**config.mk**
```make
export PLATFORM = sky130hd
export DESIGN_NAME = lzhc_ctrl
export DESIGN_NICKNAME = d
export VERILOG_FILES = /design/src/sv/lzhc_pkg.sv /design/src/sv/lzhc_ctrl.sv
export SDC_FILE = /design/constraint.sdc
export NUM_CORES = 1
export LEC_CHECK = 0
export BUFFER_PORTS_ARGS = -buffer_cell sky130_fd_sc_hd__buf_2
export CORE_MARGIN = 3
export CORE_UTILIZATION = 42
export DETAILED_ROUTE_END_ITERATION = 6
export GPL_ROUTABILITY_DRIVEN = 0
export GPL_TIMING_DRIVEN = 0
export MAX_ROUTING_LAYER = met4
export PLACE_DENSITY = 0.84
export REMOVE_ABC_BUFFERS = 1
export SETUP_SLACK_MARGIN = 0.3
export SKIP_LAST_GASP = 1
export SLEW_MARGIN = 30
export SYNTH_ARGS = -nofsm -noshare
export SYNTH_HDL_FRONTEND = slang
export SYNTH_SLANG_ARGS = --single-unit
```
**constraint.sdc**
```tcl
create_clock -name clock -period 1.9 [get_ports clock]
set_clock_uncertainty 0.05 [all_clocks]
set_input_delay 0.38 -clock clock [delete_from_list [all_inputs] [get_ports clock]]
set_output_delay 0.38 -clock clock [all_outputs]
set_load 0.05 [all_outputs]
```
**src/sv/lzhc_pkg.sv**
```systemverilog
// Shared types, constants and command/status bundles of the LZ hash-chain match finder.
package lzhc_pkg;

   // Sizing
   localparam int BUFFER_BYTES_DEF = 65536;
   localparam int BUCKETS          = 65536;
   localparam int BUCKET_BITS      = 16;
   localparam int PREFIX_BYTES     = 3;
   localparam int POS_BITS         = 17;

   // Multiplicative hash of the 3-byte prefix
   localparam logic [31:0] HASH_MULT  = 32'd2654435761;
   localparam int          HASH_SHIFT = 11;
   localparam int          HASH_TAKE  = 16;

   // Register reset values
   localparam logic [16:0] MAX_MATCH_RESET = 17'd258;
   localparam logic [16:0] WINDOW_RESET    = 17'd32768;

   // Register indexes on the CSR channel
   localparam logic [1:0] CSR_INPUT_LENGTH = 2'd0;
   localparam logic [1:0] CSR_MAX_MATCH    = 2'd1;
   localparam logic [1:0] CSR_WINDOW       = 2'd2;

   typedef enum logic [1:0] {
      OP_LOAD    = 2'd0,
      OP_FIND    = 2'd1,
      OP_ADVANCE = 2'd2,
      OP_RESTART = 2'd3
   } opcode_type;

   // Byte buffer read port usage
   typedef enum logic [1:0] {
      BR_NONE,
      BR_HASH01,
      BR_HASH2,
      BR_CMP
   } byte_rd_type;

   typedef enum logic [4:0] {
      ST_CLEAR,
      ST_IDLE,
      ST_DECODE,
      ST_ADV_LOOP,
      ST_H_RD01,
      ST_H_RD2,
      ST_H_KEY,
      ST_H_MUL,
      ST_H_HEAD,
      ST_H_USE,
      ST_WALK,
      ST_PFX_RD,
      ST_PFX_TEST,
      ST_BEST_RD,
      ST_BEST_TEST,
      ST_EXT_CHK,
      ST_EXT_TEST,
      ST_FINISH,
      ST_RESP
   } state_type;

   typedef struct packed {
      logic        accept;
      logic        load_write;
      logic        clr_start;
      logic        clr_step;
      logic        exp_zero;
      logic        exp_bad;
      logic        exp_end;
      logic        c_init;
      logic        c_inc;
      byte_rd_type byte_rd;
      logic        cap01;
      logic        cap2;
      logic        mul;
      logic        head_rd;
      logic        ins_write;
      logic        f_init;
      logic        entry_load;
      logic        walk_start;
      logic        entry_next;
      logic        off_inc;
      logic        off_best;
      logic        off_three;
      logic        best_upd;
      logic        res_clear;
      logic        rsp_load;
   } cmd_type;

   typedef struct packed {
      opcode_type op;
      logic       clr_last;
      logic       adv_bad;
      logic       find_bad;
      logic       c_done;
      logic       c_skip;
      logic       walk_stop;
      logic       byte_eq;
      logic       off_two;
      logic       best_cond;
      logic       off_ge_limit;
      logic       finish_win;
      logic       finish_full;
      logic       rsp_free;
   } status_type;

endpackage

```
**src/sv/lzhc_ctrl.sv**
```systemverilog
// Sequencer of the match finder: decodes items and steps the datapath.
module lzhc_ctrl (
   input  logic                 clock,
   input  logic                 reset,
   input  logic                 req_tvalid,
   output logic                 req_tready,
   input  lzhc_pkg::status_type st,
   output lzhc_pkg::cmd_type    cmd
);

   lzhc_pkg::state_type state_ff, state_in;
   logic                item_ff, item_in;

   // State and item-pending registers
   always_ff @(posedge clock) begin
      if (reset) begin
         state_ff <= lzhc_pkg::ST_CLEAR;
         item_ff  <= 1'b0;
      end else begin
         state_ff <= state_in;
         item_ff  <= item_in;
      end
   end

   assign req_tready = (state_ff == lzhc_pkg::ST_IDLE);

   // Next state
   always_comb begin
      state_in = state_ff;
      item_in  = item_ff;
      case (state_ff)
         lzhc_pkg::ST_CLEAR: begin
            if (st.clr_last) state_in = item_ff ? lzhc_pkg::ST_RESP : lzhc_pkg::ST_IDLE;
         end
         lzhc_pkg::ST_IDLE: begin
            if (req_tvalid) begin
               state_in = lzhc_pkg::ST_DECODE;
               item_in  = 1'b1;
            end
         end
         lzhc_pkg::ST_DECODE: begin
            case (st.op)
               lzhc_pkg::OP_LOAD:    state_in = lzhc_pkg::ST_RESP;
               lzhc_pkg::OP_RESTART: state_in = lzhc_pkg::ST_CLEAR;
               lzhc_pkg::OP_ADVANCE:
                  state_in = st.adv_bad ? lzhc_pkg::ST_RESP : lzhc_pkg::ST_ADV_LOOP;
               default:
                  state_in = st.find_bad ? lzhc_pkg::ST_RESP : lzhc_pkg::ST_H_RD01;
            endcase
         end
         lzhc_pkg::ST_ADV_LOOP: begin
            if (st.c_done)      state_in = lzhc_pkg::ST_RESP;
            else if (!st.c_skip) state_in = lzhc_pkg::ST_H_RD01;
         end
         lzhc_pkg::ST_H_RD01: state_in = lzhc_pkg::ST_H_RD2;
         lzhc_pkg::ST_H_RD2:  state_in = lzhc_pkg::ST_H_KEY;
         lzhc_pkg::ST_H_KEY:  state_in = lzhc_pkg::ST_H_MUL;
         lzhc_pkg::ST_H_MUL:  state_in = lzhc_pkg::ST_H_HEAD;
         lzhc_pkg::ST_H_HEAD: state_in = lzhc_pkg::ST_H_USE;
         lzhc_pkg::ST_H_USE: begin
            state_in = (st.op == lzhc_pkg::OP_ADVANCE) ? lzhc_pkg::ST_ADV_LOOP
                                                        : lzhc_pkg::ST_WALK;
         end
         lzhc_pkg::ST_WALK: begin
            state_in = st.walk_stop ? lzhc_pkg::ST_RESP : lzhc_pkg::ST_PFX_RD;
         end
         lzhc_pkg::ST_PFX_RD: state_in = lzhc_pkg::ST_PFX_TEST;
         lzhc_pkg::ST_PFX_TEST: begin
            if (!st.byte_eq)     state_in = lzhc_pkg::ST_WALK;
            else if (!st.off_two) state_in = lzhc_pkg::ST_PFX_RD;
            else if (st.best_cond) state_in = lzhc_pkg::ST_BEST_RD;
            else                  state_in = lzhc_pkg::ST_EXT_CHK;
         end
         lzhc_pkg::ST_BEST_RD: state_in = lzhc_pkg::ST_BEST_TEST;
         lzhc_pkg::ST_BEST_TEST: begin
            state_in = st.byte_eq ? lzhc_pkg::ST_EXT_CHK : lzhc_pkg::ST_WALK;
         end
         lzhc_pkg::ST_EXT_CHK: begin
            state_in = st.off_ge_limit ? lzhc_pkg::ST_FINISH : lzhc_pkg::ST_EXT_TEST;
         end
         lzhc_pkg::ST_EXT_TEST: begin
            state_in = st.byte_eq ? lzhc_pkg::ST_EXT_CHK : lzhc_pkg::ST_FINISH;
         end
         lzhc_pkg::ST_FINISH: begin
            state_in = (st.finish_win && st.finish_full) ? lzhc_pkg::ST_RESP
                                                         : lzhc_pkg::ST_WALK;
         end
         lzhc_pkg::ST_RESP: begin
            if (st.rsp_free) begin
               state_in = lzhc_pkg::ST_IDLE;
               item_in  = 1'b0;
            end
         end
         default: state_in = lzhc_pkg::ST_IDLE;
      endcase
   end

   // Datapath commands
   always_comb begin
      cmd = '0;
      case (state_ff)
         lzhc_pkg::ST_CLEAR: cmd.clr_step = 1'b1;
         lzhc_pkg::ST_IDLE:  cmd.accept = req_tvalid;
         lzhc_pkg::ST_DECODE: begin
            cmd.res_clear = 1'b1;
            case (st.op)
               lzhc_pkg::OP_LOAD: cmd.load_write = 1'b1;
               lzhc_pkg::OP_RESTART: begin
                  cmd.exp_zero  = 1'b1;
                  cmd.clr_start = 1'b1;
               end
               lzhc_pkg::OP_ADVANCE: begin
                  cmd.exp_bad = st.adv_bad;
                  cmd.c_init  = !st.adv_bad;
               end
               default: cmd.f_init = !st.find_bad;
            endcase
         end
         lzhc_pkg::ST_ADV_LOOP: begin
            cmd.exp_end = st.c_done;
            cmd.c_inc   = !st.c_done && st.c_skip;
         end
         lzhc_pkg::ST_H_RD01: cmd.byte_rd = lzhc_pkg::BR_HASH01;
         lzhc_pkg::ST_H_RD2: begin
            cmd.byte_rd = lzhc_pkg::BR_HASH2;
            cmd.cap01   = 1'b1;
         end
         lzhc_pkg::ST_H_KEY:  cmd.cap2 = 1'b1;
         lzhc_pkg::ST_H_MUL:  cmd.mul = 1'b1;
         lzhc_pkg::ST_H_HEAD: cmd.head_rd = 1'b1;
         lzhc_pkg::ST_H_USE: begin
            if (st.op == lzhc_pkg::OP_ADVANCE) begin
               cmd.ins_write = 1'b1;
               cmd.c_inc     = 1'b1;
            end else begin
               cmd.entry_load = 1'b1;
            end
         end
         lzhc_pkg::ST_WALK: cmd.walk_start = !st.walk_stop;
         lzhc_pkg::ST_PFX_RD, lzhc_pkg::ST_BEST_RD: cmd.byte_rd = lzhc_pkg::BR_CMP;
         lzhc_pkg::ST_PFX_TEST: begin
            if (!st.byte_eq)       cmd.entry_next = 1'b1;
            else if (!st.off_two)  cmd.off_inc = 1'b1;
            else if (st.best_cond) cmd.off_best = 1'b1;
            else                   cmd.off_three = 1'b1;
         end
         lzhc_pkg::ST_BEST_TEST: begin
            cmd.off_three  = st.byte_eq;
            cmd.entry_next = !st.byte_eq;
         end
         lzhc_pkg::ST_EXT_CHK: begin
            if (!st.off_ge_limit) cmd.byte_rd = lzhc_pkg::BR_CMP;
         end
         lzhc_pkg::ST_EXT_TEST: cmd.off_inc = st.byte_eq;
         lzhc_pkg::ST_FINISH: begin
            cmd.best_upd   = st.finish_win;
            cmd.entry_next = !(st.finish_win && st.finish_full);
         end
         lzhc_pkg::ST_RESP: cmd.rsp_load = st.rsp_free;
         default: cmd = '0;
      endcase
   end

endmodule

```
==> metrics.md, run 1 <==
| Metric | Value |
|---|---|
| Status | did not finish |
| Stage reached | 4_1_cts |
| Error msg | [ERROR DPL-0033] detailed placement checks failed during check placement. |
| Initial Utilization | a little under half |
| Die Span X | 53.8 um |
| DPL Wire Length | around 2.3 mm |
| Post-Syn Area per Cell | 6.56 sq um |
| IO buf count | 44 |
| Netlist cell types | 46 |
| Yosys Warn Count | 0 |
| Sink Count | 6 |
| Htree depth | 1 |
| Num CTS Buffers | 3 |
| Post CTS Setup Buffer Count | 47 |
| Row count | 16 |
| Clk buf depth | 2 |
| CTS resizes | about 140 |
| Seq/Total Area, Yosys | roughly an eighth |
| Cells after Synth | 146 |
| Cts hold-fix bufs | 0 |
| Post-synth EDFFs | 0 |
| Top FF cell, synth | dfxtp_1 |
| Inst Count DP | between 200 and 250 |
| CTS root buf | clkbuf_4 |
| Pre-CTS setup slack | -0.633 ns |
| Die extent in y | around 54 um |
| I/O pins | 45 |
| Post-Syn Area | 958 sq um |
| Yosys reg bits | 6 |
| Ys async rst share | 0% |
[cell usage after synthesis, types with 2 or more instances]
| library cell | count | area share, % |
|---|---|---|
| and3_1 | 2 | 1.3 |
| nor3_2 | 2 | 2.1 |
| dfxtp_1 | 6 | 13 |
| nor3b_1 | 2 | 1.6 |
| a211oi_1 | 2 | 1.6 |
| nand2b_1 | 6 | 3.9 |
| nand4b_1 | 2 | 1.8 |
| nor2_1 | 19 | 7.4 |
| a31oi_1 | 2 | 1.3 |
| or4_1 | 2 | 1.6 |
| clkbuf_1 | 5 | 2.0 |
| or2_2 | 2 | 1.3 |
| nor3_1 | 5 | 2.6 |
| nor2b_1 | 8 | 5.2 |
| o21ai_0 | 4 | 2.1 |
| nand4_1 | 3 | 2.0 |
| a2111oi_0 | 2 | 1.8 |
| a21oi_1 | 12 | 6.3 |
| o31a_1 | 2 | 1.8 |
| nand2_1 | 14 | 5.5 |
| nand3_1 | 6 | 3.1 |
| buf_2 | 4 | 2.1 |
| buf_6 | 2 | 2.3 |
| inv_1 | 6 | 2.3 |
| a32oi_1 | 2 | 1.8 |
| or3_1 | 2 | 1.3 |
| nor4_1 | 3 | 2.0 |
[cells by family after synthesis]
logic type | synth area share [%]
and+or+nand+nor | 50.1
buffers and inverters | 9.92
AOI/OAI and AO/OA | 27.4
DFF | 12.5
[metrics by stage]
stage	hold slack, ns	instance area (sq um)	setup TNS [ns]	util (%)
after floorplan	0.399	886	-19.61	-
after detailed placement	0.474	1140	-10.17	55.3
after global placement	0.466	1140	-8.19	55.3
==> inputs of run 2 (changes only) <==
--- a/config.mk
+++ b/config.mk
@@ -6,15 +6,13 @@
 export NUM_CORES = 1
 export LEC_CHECK = 0
 export BUFFER_PORTS_ARGS = -buffer_cell sky130_fd_sc_hd__buf_2
-export CORE_MARGIN = 3
-export CORE_UTILIZATION = 42
+export CORE_AREA = 3 3 64 66
 export DETAILED_ROUTE_END_ITERATION = 6
+export DIE_AREA = 0 0 67 69
 export GPL_ROUTABILITY_DRIVEN = 0
 export GPL_TIMING_DRIVEN = 0
-export MAX_ROUTING_LAYER = met4
-export PLACE_DENSITY = 0.84
+export PLACE_DENSITY_LB_ADDON = 0.15
 export REMOVE_ABC_BUFFERS = 1
-export SETUP_SLACK_MARGIN = 0.3
 export SKIP_LAST_GASP = 1
 export SLEW_MARGIN = 30
 export SYNTH_ARGS = -nofsm -noshare
==> constraint.sdc (replaced) <==
create_clock -name clock -period 2.45 [get_ports clock]
set_clock_uncertainty 0.05 [all_clocks]
set_input_delay 0.49 -clock clock [delete_from_list [all_inputs] [get_ports clock]]
set_output_delay 0.49 -clock clock [all_outputs]
set_load 0.05 [all_outputs]
==> metrics.md, run 2 <==
| Metric | Value |
|---|---|
| Status | complete, no violations |
| Synth top cells by count | nor2_1, nand2_1, a21oi_1 |
| Most flop-heavy register | state_ff |
| CTS tree | done |
| Final Hold Fails | 0 |
| Row count | 22 |
| Worst hold slack | approximately 0.46 ns |
| Yosys top cell area share | about an eighth |
| RSZ-0062 raised after global routing | false |
| First-pass GRT wire length | 5.19 mm |
| IO buf count | 44 |
| Ys async rst share | 0% |
| Top FF cell, synth | dfxtp_1 |
| Setup crit start kind | flop |
| Post-Syn Area | ~960 sq um |
| Clock power share | around an eighth |
| HP Class | in -> reg |
| Final setup vio count | 0 |
| Antenna diode count | 0 |
| Sw Share | between 50% and 60% |
| Highest-count cells in the layout ignoring fill and taps | buf_2, nor2_1, nand2_1 |
| I/O pins | 45 |
| Required @ worst endpoint | ~1.9 ns |
| Reg2reg start | state_ff[0] |
| Leakage Power | approximately 0.57 nW |
| Clock Latency Late Sink | ~0.22 ns |
| Post-synth EDFFs | 0 |
| Tightest Pin Transition | around 0.42 ns |
| Cell Pwr Density | ~920 nW/um^2 |
| NetSw | around 0.00067 W |
| Highest net fanout along the worst path | 12 |
| Sink Count | 6 |
| Final core utilization | between 30% and 40% |
| Via count | about 1,300 |
| HP Start | reset |
| Pint | approximately 0.00054 W |
| TritonRoute pass-1 iters | 4 |
| Crit path time final | ~2.4 ns |
| Clk buf depth | 2 |
| Crit path DAT | around 1.9 ns |
| Tcrit/Tclk final | a little over nine tenths |
| Number of global-route vias before repair | around 1,100 |
| Seq pwr share | between 10% and 20% |
| Largest net degree at the start of global routing | 26 |
| Die extent in y | approximately 70 um |
| Post-Syn Area per Cell | between 6 and 7 sq um |
| 1st-iter DRT viols | 39 |
| Top-count cell post-synth | nor2_1 |
| Reg2Reg Depth | 6 |
| Area of the multi-input gates | roughly 750 sq um |
| Max-cap violation count | 0 |
| Worst setup EP type | output port |
| Worst Hold End | state_ff[3] |
| Pins Over Slew Limit | 0 |
| Max FFs per register | 5 |
| Critical path class | reg -> out |
| Comb pwr share | between 60% and 70% |
| Core area | between 3000 and 4000 sq um |
| Area occupied by registers | around 140 sq um |
| Post-DRT Antenna Nets | 0 |
| Initial antenna violation count | 0 |
| All-Layer GR Usage | a little over an eighth |
| R2R setup slack | approximately 0.56 ns |
| Final-stage net count | 209 |
| FMAX | ~420 MHz |
| DPL Wire Length | 2.45 mm |
| Num CTS Buffers | 3 |
| Synth area leader | dfxtp_1 |
| Most common cell after layout, fill and taps aside | buf_2 |
| # DRC | 0 |
| Crit Reg-Reg Endpoint | state_ff[4] |
| Hold Crit Depth | 2 |
| Global route overflow | 0 |
| Full die area | between 4000 and 5000 sq um |
| Largest registers | state_ff (5), item_ff (1) |
| Yosys Warn Count | 0 |
| Seq/Total Area, Yosys | around an eighth |
| Wirelength per Cell | between 10 and 15 um |
| Wirelength, routed | 3.48 mm |
| Yosys reg bits | 6 |
| Htree depth | 1 |
| Cells after Synth | approximately 150 |
| Slew Limit Headroom | 72.0% |
| Die Span X | around 67 um |
| Initial Utilization | a little over a quarter |
| CTS root buf | clkbuf_8 |
| Clock-pin slew on the worst setup and hold paths | about 0.04 ns |
| Max VDD drop | ~0.00022 V |
| Filler instances | 429 |
| Top cells by area, synth | dfxtp_1, nor2_1, a21oi_1, nand2_1, nor2b_1 |
| Cts hold-fix bufs | 0 |
| DR vias/cell | 5.34 |
| Share of post-route cells with drive strength above 1 | 38.6% |
| Netlist cell types | between 40 and 50 |
| Area grow syn2layout | 37.2% |
-- run 2: cell counts after synthesis --
No cell type changed its count.
-- run 2: repair_timing --
item / in CTS / in global routing
pin swaps: 0 / 3
resized for setup: 11 / 6
buffers inserted: 0 / 9
setup endpoints to repair: 22 / 12
-- run 2: worst max path at each step --
stage	to	cells past startpoint	from	slack, ns
6_report	cmd[9]	5	state_ff[0]	0.06
2_1_floorplan	cmd[16]	2	state_ff[1]	-1.33
3_3_place_gp	cmd[9]	5	state_ff[1]	-0.17
3_5_place_dp	cmd[9]	5	state_ff[1]	-0.20
4_1_cts	cmd[9]	5	state_ff[3]	-0.03
5_1_grt	cmd[9]	5	state_ff[0]	0.01
-- run 2: per-stage QoR --
| step | worst slack, ns | power, W | cells | cell area (sq um) | setup TNS, ns |
|---|---|---|---|---|---|
| 2_1_floorplan | -1.33 | 0.000765 | 133 | 886 | -7.55 |
| 3_3_place_gp | -0.174 | 0.000964 | 225 | 1170 | -0.617 |
| 3_5_place_dp | -0.197 | 0.000961 | 225 | 1170 | -0.716 |
| 4_1_cts | -0.0313 | 0.00113 | 228 | 1230 | -0.0313 |
| 5_1_grt | 0.0115 | 0.00130 | 237 | 1320 | 0 |
| 6_report | 0.0556 | 0.00121 | 237 | 1320 | 0 |
-- run 2: power by group through the flow --
stage          Clock (W)  Combinational (W)  Sequential, W
3_3_place_gp           0           0.000716       0.000248
3_5_place_dp           0           0.000713       0.000248
6_report        0.000151           0.000826       0.000237
4_1_cts         0.000154           0.000717       0.000254
5_1_grt         0.000163           0.000889       0.000244
2_1_floorplan          0           0.000558       0.000207
-- run 2: worst max-delay path: stages (launching register included) --
cell     delay [ns]
dfxtp_4        0.38
or4b_4         0.59
nor2_4         0.18
nand2_1        0.08
nor3_2         0.21
buf_6          0.19
-- run 2: per-layer routing --
layer  global-route usage, %  vias up  wire [um]
li1                        -      624          -
met1                    18.7      602       1570
met2                    22.1       37       1720
met3                    3.26        2        184
met4                    1.58        0         10
met5                       0        -          0
-- run 2: cell families after synthesis --
family          count (synthesis)  synth area share [%]
compound gates                 36                  27.4
buf+inv                        19                  9.92
flops                           6                  12.5
simple gates                   85                  50.1
-- run 2: area by class of cell --
cell class	count	area share [%]
inverter	6	1.71
clock buffer	3	3.14
tap	48	4.57
multi-input combinational	121	57.1
timing repair buffer	53	22.9
sequential	6	10.6
No activity file was read; power rests on OpenSTA's default activity.
